===== config.mk =====
export PLATFORM = sky130hd
export DESIGN_NAME = four_stage_impulse_oscillator_unit
export DESIGN_NICKNAME = d
export VERILOG_FILES = /design/src/rtl/fsio_pkg.sv /design/src/rtl/fsio_front.sv /design/src/rtl/fsio_back.sv /design/src/rtl/four_stage_impulse_oscillator_unit.sv
export SDC_FILE = /design/constraint.sdc
export NUM_CORES = 2
export LEC_CHECK = 0
export BUFFER_PORTS_ARGS = -buffer_cell sky130_fd_sc_hd__buf_2
export CAP_MARGIN = 20
export CORE_AREA = 2 2 295 297
export DETAILED_ROUTE_END_ITERATION = 12
export DIE_AREA = 0 0 297 299
export GPL_ROUTABILITY_DRIVEN = 0
export PLACE_DENSITY_LB_ADDON = 0.25
export RECOVER_POWER = 100
export SYNTH_ARGS = -nofsm -noshare
export SYNTH_HDL_FRONTEND = slang
export SYNTH_HIERARCHICAL = 1
export SYNTH_SLANG_ARGS = --single-unit

===== constraint.sdc =====
create_clock -name clk -period 3.75 [get_ports clk]
set_input_delay 0.75 -clock clk [delete_from_list [all_inputs] [get_ports clk]]
set_output_delay 0.75 -clock clk [all_outputs]
set_load 0.02 [all_outputs]

===== src/rtl/fsio_pkg.sv =====
`timescale 1ns / 1ps
`default_nettype none

package fsio_pkg;

	// Width of the signed impulse amplitude
	localparam int PULSE_W = 5;

	localparam logic signed [PULSE_W-1:0] PULSE_ZERO    = 5'sd0;
	localparam logic signed [PULSE_W-1:0] PULSE_POS_BIG = 5'sd10;
	localparam logic signed [PULSE_W-1:0] PULSE_POS_SML = 5'sd5;
	localparam logic signed [PULSE_W-1:0] PULSE_NEG_BIG = -5'sd10;
	localparam logic signed [PULSE_W-1:0] PULSE_NEG_SML = -5'sd5;

endpackage

`default_nettype wire


===== src/rtl/fsio_front.sv =====
`timescale 1ns / 1ps
`default_nettype none

module fsio_front #(
	parameter int PHASE_BITS = 24,
	parameter int BREAK_BITS = 16
) (
	input  wire logic                      clk,
	input  wire logic                      arst_n,
	input  wire logic                      in_valid,
	output logic                           in_stall,
	input  wire logic [PHASE_BITS-1:0]     phase_step,
	input  wire logic [BREAK_BITS-1:0]     break_first,
	input  wire logic [BREAK_BITS-1:0]     break_second,
	input  wire logic                      s2_ready,
	output logic                           valid_s1,
	output logic [PHASE_BITS-1:0]          phase_s1,
	output logic [BREAK_BITS-1:0]          a_s1,
	output logic [2*BREAK_BITS-1:0]        ab_s1,
	output logic [2*BREAK_BITS:0]          nab_s1
);

	logic                    s1_ready;
	logic                    accept;
	logic [PHASE_BITS-1:0]   phase_acc_q;
	logic [BREAK_BITS:0]     one_minus_a;

	assign s1_ready = !valid_s1 || s2_ready;
	assign in_stall = !s1_ready;
	assign accept   = in_valid && s1_ready;

	// 1 - a in Q0.BREAK_BITS, one bit wider to hold a full cycle
	assign one_minus_a = {1'b1, {BREAK_BITS{1'b0}}} - {1'b0, break_first};

	always_ff @(posedge clk or negedge arst_n) begin
		if (!arst_n) begin
			valid_s1    <= 1'b0;
			phase_acc_q <= '0;
		end else begin
			if (s1_ready)
				valid_s1 <= in_valid;
			if (accept)
				phase_acc_q <= phase_acc_q + phase_step;
		end
	end

	always_ff @(posedge clk) begin
		if (accept) begin
			a_s1   <= break_first;
			ab_s1  <= break_first * break_second;
			nab_s1 <= one_minus_a * {1'b0, break_second};
		end
	end

	// The accumulator always holds the phase of the transaction in this stage
	assign phase_s1 = phase_acc_q;

endmodule

`default_nettype wire


===== src/rtl/fsio_back.sv =====
`timescale 1ns / 1ps
`default_nettype none

module fsio_back
	import fsio_pkg::*;
#(
	parameter int PHASE_BITS = 24,
	parameter int BREAK_BITS = 16
) (
	input  wire logic                          clk,
	input  wire logic                          arst_n,
	input  wire logic                          valid_s1,
	input  wire logic [PHASE_BITS-1:0]         phase_s1,
	input  wire logic [BREAK_BITS-1:0]         a_s1,
	input  wire logic [2*BREAK_BITS-1:0]       ab_s1,
	input  wire logic [2*BREAK_BITS:0]         nab_s1,
	output logic                               s2_ready,
	output logic                               out_valid,
	input  wire logic                          out_stall,
	output logic signed [PULSE_W-1:0]          pulse_value
);

	localparam int SH  = 2*BREAK_BITS - PHASE_BITS;
	localparam int SHR = (SH > 0) ? SH : 0;
	localparam int SHL = (SH < 0) ? -SH : 0;
	localparam int TW  = 2*BREAK_BITS + 1;
	localparam int CW  = PHASE_BITS + 1;
	localparam logic [TW-1:0] RND = TW'((64'd1 << SHR) - 64'd1);

	typedef enum logic [1:0] {ST_RISE, ST_HOLD, ST_FALL, ST_TAIL} stage_t;

	// Round a Q0.(2*BREAK_BITS) threshold up to phase units
	function automatic logic [CW-1:0] to_units(input logic [TW-1:0] t);
		logic [TW-1:0] r;
		begin
			r = (t + RND) >> SHR;
			to_units = CW'(r) << SHL;
		end
	endfunction

	stage_t                    stage_q;
	stage_t                    stage_nx;
	logic signed [PULSE_W-1:0] pulse_nx;
	logic [CW-1:0]             c1, c2, c3, ph;
	logic [TW-1:0]             t2, t3;

	assign t2 = {1'b0, a_s1, {BREAK_BITS{1'b0}}};
	assign t3 = t2 + nab_s1;
	assign c1 = to_units({1'b0, ab_s1});
	assign c2 = to_units(t2);
	assign c3 = to_units(t3);
	assign ph = {1'b0, phase_s1};

	always_comb begin
		stage_nx = stage_q;
		pulse_nx = PULSE_ZERO;
		case (stage_q)
			ST_RISE: begin
				if (ph < c1) begin
					stage_nx = ST_HOLD;
					pulse_nx = PULSE_POS_BIG;
				end
			end
			ST_HOLD: begin
				if (ph >= c1 && ph < c2) begin
					stage_nx = ST_FALL;
					pulse_nx = PULSE_POS_SML;
				end
			end
			ST_FALL: begin
				if (ph >= c2 && ph < c3) begin
					stage_nx = ST_TAIL;
					pulse_nx = PULSE_NEG_BIG;
				end
			end
			default: begin
				if (ph >= c3) begin
					stage_nx = ST_RISE;
					pulse_nx = PULSE_NEG_SML;
				end
			end
		endcase
	end

	assign s2_ready = !out_valid || !out_stall;

	always_ff @(posedge clk or negedge arst_n) begin
		if (!arst_n) begin
			stage_q     <= ST_RISE;
			out_valid   <= 1'b0;
			pulse_value <= PULSE_ZERO;
		end else if (s2_ready) begin
			out_valid <= valid_s1;
			if (valid_s1) begin
				stage_q     <= stage_nx;
				pulse_value <= pulse_nx;
			end
		end
	end

endmodule

`default_nettype wire


===== src/rtl/four_stage_impulse_oscillator_unit.sv =====
// Four-stage impulse oscillator. Each input transaction carries a phase step
// and two breakpoints a and b; the block advances a wrapping Q0.PHASE_BITS
// phase, derives the windows a*b, a and a+(1-a)*b, and returns exactly one
// result transaction holding +10, +5, -10, -5 or 0 as the stage machine fires
// or waits. One transaction is taken every clock cycle when the output side
// does not stall. The register behind the two breakpoint multipliers takes
// the input when it is accepted, and the output register behind the
// threshold compare and stage update takes the result from it once the
// output side has room. Phase and stage reset to zero.
`timescale 1ns / 1ps
`default_nettype none

module four_stage_impulse_oscillator_unit
	import fsio_pkg::*;
#(
	parameter int PHASE_BITS = 24,
	parameter int BREAK_BITS = 16
) (
	input  wire logic                      clk,
	input  wire logic                      arst_n,
	input  wire logic                      in_valid,
	output logic                           in_stall,
	input  wire logic [PHASE_BITS-1:0]     phase_step,
	input  wire logic [BREAK_BITS-1:0]     break_first,
	input  wire logic [BREAK_BITS-1:0]     break_second,
	output logic                           out_valid,
	input  wire logic                      out_stall,
	output logic signed [PULSE_W-1:0]      pulse_value
);

	// Stage 1 -> stage 2 transfer
	logic                      valid_s1;
	logic                      s2_ready;
	logic [PHASE_BITS-1:0]     phase_s1;
	logic [BREAK_BITS-1:0]     a_s1;
	logic [2*BREAK_BITS-1:0]   ab_s1;
	logic [2*BREAK_BITS:0]     nab_s1;

	// Phase accumulate and breakpoint products
	fsio_front #(
		.PHASE_BITS(PHASE_BITS),
		.BREAK_BITS(BREAK_BITS)
	) u_front (
		.clk          (clk),
		.arst_n       (arst_n),
		.in_valid     (in_valid),
		.in_stall     (in_stall),
		.phase_step   (phase_step),
		.break_first  (break_first),
		.break_second (break_second),
		.s2_ready     (s2_ready),
		.valid_s1     (valid_s1),
		.phase_s1     (phase_s1),
		.a_s1         (a_s1),
		.ab_s1        (ab_s1),
		.nab_s1       (nab_s1)
	);

	// Thresholds, window compare, stage machine and result register
	fsio_back #(
		.PHASE_BITS(PHASE_BITS),
		.BREAK_BITS(BREAK_BITS)
	) u_back (
		.clk         (clk),
		.arst_n      (arst_n),
		.valid_s1    (valid_s1),
		.phase_s1    (phase_s1),
		.a_s1        (a_s1),
		.ab_s1       (ab_s1),
		.nab_s1      (nab_s1),
		.s2_ready    (s2_ready),
		.out_valid   (out_valid),
		.out_stall   (out_stall),
		.pulse_value (pulse_value)
	);

endmodule

`default_nettype wire

* Word-level counts from Yosys, hierarchy flattened
Index checks and enable logic that the tools add are counted.
** Operators by class
- Add/subtract/negate cells :: 6
- Equal/unequal tests :: 5
- Reduce and logical (&&, ||, !) cells :: 13
- Mux-type cells :: 10
- Order comparisons :: 6
- Multipliers :: 2
** Operators by type and width (number)
- greater-or-equal comparator 24 x 25 -> 1 bit :: 3
- < comparator 24 x 25 -> 1 bit :: 3
- adder 32 x 8 -> 33 bit (second input constant) :: 2
- adder 32 x 33 -> 33 bit :: 1
- adder 33 x 8 -> 33 bit (second input constant) :: 1
- multiplier 17 x 16 -> 33 bit :: 1
- multiplier 16 x 16 -> 32 bit :: 1
- adder 24 bit :: 1
- subtractor 17 x 16 -> 17 bit (first input constant) :: 1
- case mux 5 bit (3 select lines) :: 1
- 2-to-1 mux 5 bit :: 2
- 2-to-1 mux 2 bit :: 4
- != test 2 x 1 -> 1 bit (second input constant) :: 3
- case mux 2 bit (3 select lines) :: 1
- AND reduction 6 bit :: 1
- logical NOT 1 bit :: 4
- 2-to-1 mux 4 bit :: 1
- nonzero test 4 bit :: 1
- logical AND 1 bit :: 3
- 2-to-1 mux 3 bit :: 1
- equality test 2 x 1 -> 1 bit (second input constant) :: 1
- equality test 2 bit (second input constant) :: 1
- logical NOT 2 bit :: 1
- logical OR 1 bit :: 2
- AND reduction 2 bit :: 1
** Word-level totals
- Input bits :: 60
- Output and inout bits :: 7
- Flip-flop bits (word level) :: 114

* Logic depth before layout (Yosys ltp)
- Depth after elaboration :: 6
- Depth in mapped cells :: 30

* Modules after synthesis
Netlist, hierarchy kept.
** By module, submodules not included
- fsio_front :: area an instance 22335.2 µm², instances 1, cells an instance 2435
- fsio_back :: area an instance 3198.1 µm², instances 1, cells an instance 412

* Worst setup path after synthesis
OpenSTA, ideal clock, no wires.
- Path type :: input -> register
- From :: in break_first[4]
- To :: reg u_front.nab_s1[28] (data pin)
- Stages on the path :: 25
- Library setup time :: 0.269 ns
- Arrival time :: 7.210 ns
- Path slack :: -3.729 ns
- Data required time :: 3.481 ns
- Cell sequence :: buf_2 -> or4_1 -> nor2_1 -> nand2_1 -> clkbuf_2 -> nor3_1 -> xnor2_1 -> buf_2 -> nand2_1 -> fa_1 -> fa_1 -> inv_1 -> fa_1 -> fa_1 -> fa_1 -> inv_1 -> fa_1 -> inv_1 -> ha_1 -> clkbuf_1 -> nand4_1 -> o31ai_1 -> a21boi_0 -> o31ai_1 -> xor2_1
** On the way
- Word-level cells in the longest chain between the ends :: 2
** Ends and longest elaborated chain
- start, declared :: line four_stage_impulse_oscillator_unit.sv:24 : input wire logic [BREAK_BITS-1:0] break_first,
- subtractor 17 x 16 -> 17 bit :: line fsio_front.sv:33 : assign one_minus_a = {1'b1, {BREAK_BITS{1'b0}}} - {1'b0, break_first};
- multiplier 17 x 16 -> 33 bit :: line fsio_front.sv:51 : nab_s1 <= one_minus_a * {1'b0, break_second};
- end signal, assigned :: line fsio_front.sv:51
- end, declared :: line fsio_front.sv:20 : output logic [2*BREAK_BITS:0] nab_s1
Every way passes these cells.
A chain may end at the register's enable or synchronous reset.

* Worst setup path after layout
- From :: in break_first[9]
- To :: reg u_front.nab_s1[24] (data pin)
Same word-level chain as after synthesis.

==> reports/metrics.cfg <==
[run_status]
status = complete, but fails checks
violations = capacitance limit, slew limit, setup timing

[die]
ios = 67
die_w_um = 297
fp.dieH_um = 299
row_count = 108
fp.dieArea_um2 = 88800
initial_core_util_pct = 29.71
core_um2 = 85940

[critical_path]
r2r_slack_ns = -0.34
r2r_cells = 20
worst_path_max_delay_cell = or4_4
path_class = input pin to flip-flop
crit_fanout = 5
critPathCaptureType = flip-flop
crit_arrival_ns = 7.00
max_stage_delay_ns = 0.54
required_ns = 3.93
crit_top_cell = fa_1
critPathLaunchType = input pin

[drt]
via_count = 20850
wl_um = 79040
ant_nets = 0
drtPass1Iterations = 7
via_per_inst = 4.644
post_drt_wl_per_cell_um = 17.61
drc = 0
drt_iter0_markers = 963

[sta]
finalCriticalPeriod_ns = 6.822
setup_viol_count_final = 64
fin_worst_skew_ns = 0.01205
fin_crit_sh_pct = 181.9
max_freq_mhz = 146.6
timing.final.ws_setup_ns = -3.072
rsz0062_at_grt = yes
tightest_slew_ns = 1.884
drv_slew = 78
slew-limit-headroom_pct = -25.57
hold_viol = 0

[synthesis]
synth_top_area_share_pct = 31.60
syn_area_um2 = 25530
avgSynthCellArea_um2 = 8.968
synth.area.top_cells = fa_1 (32%), ha_1 (16%), edfxtp_1 (9.4%)
yosysTopAreaCell = fa_1
yosys_warnings = 6
ys_ff_latch = 113
syn_inst = 2847
synth_edf_count = 80
synth_cell_types = 80
synth_most_common_cell = inv_1
async_reset_ff_share_pct = 29.20
synth_fp_nets = 3627
ys.flop_type = edfxtp_1
ys_top_cells_by_count = inv_1 (506), nand2_1 (422), fa_1 (403)
seq_area_frac_synth_pct = 12.64

[clock_network]
cts.htree.levels = 4
hold_buffers = 0
cts_buffers = 17
root_buffer = clkbuf_16
cts_sinks = 113
cts_max_path_buffers = 2
cts.clk_slew.worst_paths_ns = 0.07
worstSkewPairLatency_ns = 0.44
cts_tree = built

[global_routing]
antenna_found_initial = 1
grt_max_degree = 60
grt_use_total_pct = 17.93
grt_overflow = 0
grt_first_pass_wirelength_um = 123200
grt_pass1_vias = 21680

[layout]
area_delta_synth_final_pct = 31.81
nFillCells = 8765
fin_nets = 4100
drive_above_1_share_pct = 26.25
layout.cells.non_filler = 4489

[min_path]
min_path_type = flip-flop to flip-flop
min_delay_path_depth = 1

[placement]
io_buffer_count = 66
hpwlAfterDp_um = 65460
placed_cells = 4401

[run]
max_cap_violations = 2

## critical path, delay by kind of cell
family	cells	cell delay, ns
AOI/OAI and AO/OA	5	0.67
buffers and inverters	7	0.64
xor gates and xnor gates	2	0.24
adders and majority gates	7	3.27
and+or+nand+nor	5	1.43
## repair_timing
item | in CTS | in global routing
endpoints found under the setup margin | 63 | 63
gates cloned | 1 | 0
setup buffers | 36 | 27
pin swaps | 108 | 67
resized for setup | 183 | 135
## flip-flops by register name, indices dropped and copies added (netlist names)
signal              cells
u_front/ab_s1          32
u_back/stage_q          2
u_back/pulse_value      5
u_back/out_valid        1
u_front/nab_s1         32
u_front/phase_s1       24
u_front/valid_s1        1
u_front/a_s1           16
## cells by family (layout without fill, tap and decap cells)
logic type | Yosys count | after routing | share of synthesized area [%]
AND/OR/NAND/NOR | 869 | 869 | 16.48
AO/OA/AOI/OAI | 374 | 374 | 9.565
adder cells (fa/ha/maj) | 720 | 720 | 47.13
other | 0 | 1 | 0
buffers and inverters | 633 | 1118 | 9.413
multiplexers | 5 | 5 | 0.2058
flip-flops | 113 | 113 | 12.64
XOR/XNOR | 133 | 134 | 4.562
## metrics by stage
step	utilization (%)	hold WS [ns]	setup WS, ns	TNS [ns]	cell area [um2]
after floorplan	-	0.4496	-3.347	-118.63	26820
after global placement	36.31	0.4585	-3.684	-152.22	31200
after detailed placement	36.31	0.4617	-3.756	-153.17	31200
after CTS	38.36	0.4144	-3.005	-114.87	32960
after global routing	39.16	0.5015	-3.271	-155.10	33650
final	39.16	0.4677	-3.072	-140.78	33660
## layout by cell type (no fill, tap or decap), drive strengths merged, types with 62 or more instances in the layout
cell / instances
inv: 513
buf: 559
nand2: 422
edfxtp: 80
o21ai: 87
nor2: 69
ha: 317
a21oi: 91
xor2: 62
xnor2: 72
fa: 403
and2: 202
## layer usage
layer	GRT usage, %	routed length (um)	part of all wire [%]
met5	0	0	0
met1	23.81	35550	45
met3	2.057	3021	3.8
met4	6.241	2542	3.2
met2	30.27	37930	48
## path summary, 6_finish.rpt
check / from / end
setup reg to reg: u_front/nab_s1[18] / u_back/stage_q[1]
hold reg to reg: u_front/valid_s1 / u_back/out_valid
max in group asynchronous: arst_n / u_front/valid_s1
hold / removal: u_front/valid_s1 / u_back/out_valid
min in group asynchronous: arst_n / u_front/phase_s1[22]
setup / recovery: break_first[9] / u_front/nab_s1[24]
## area by class of cell
class	count	area, um2	share of cell area (%)
Clock inverter	15	151.4	0.4498
Sequential cell	113	3228	9.591
Antenna cell	1	2.502	0.007435
Multi-Input combinational cell	2102	21690	64.46
Inverter	507	1907	5.666
Tap cell	1155	1445	4.294
Timing Repair Buffer	579	4803	14.27
Clock buffer	17	425.4	1.264
Power is left out: the tool's default activity adds up to more than one toggle a clock period on the data nets, which glitch-free logic cannot reach.
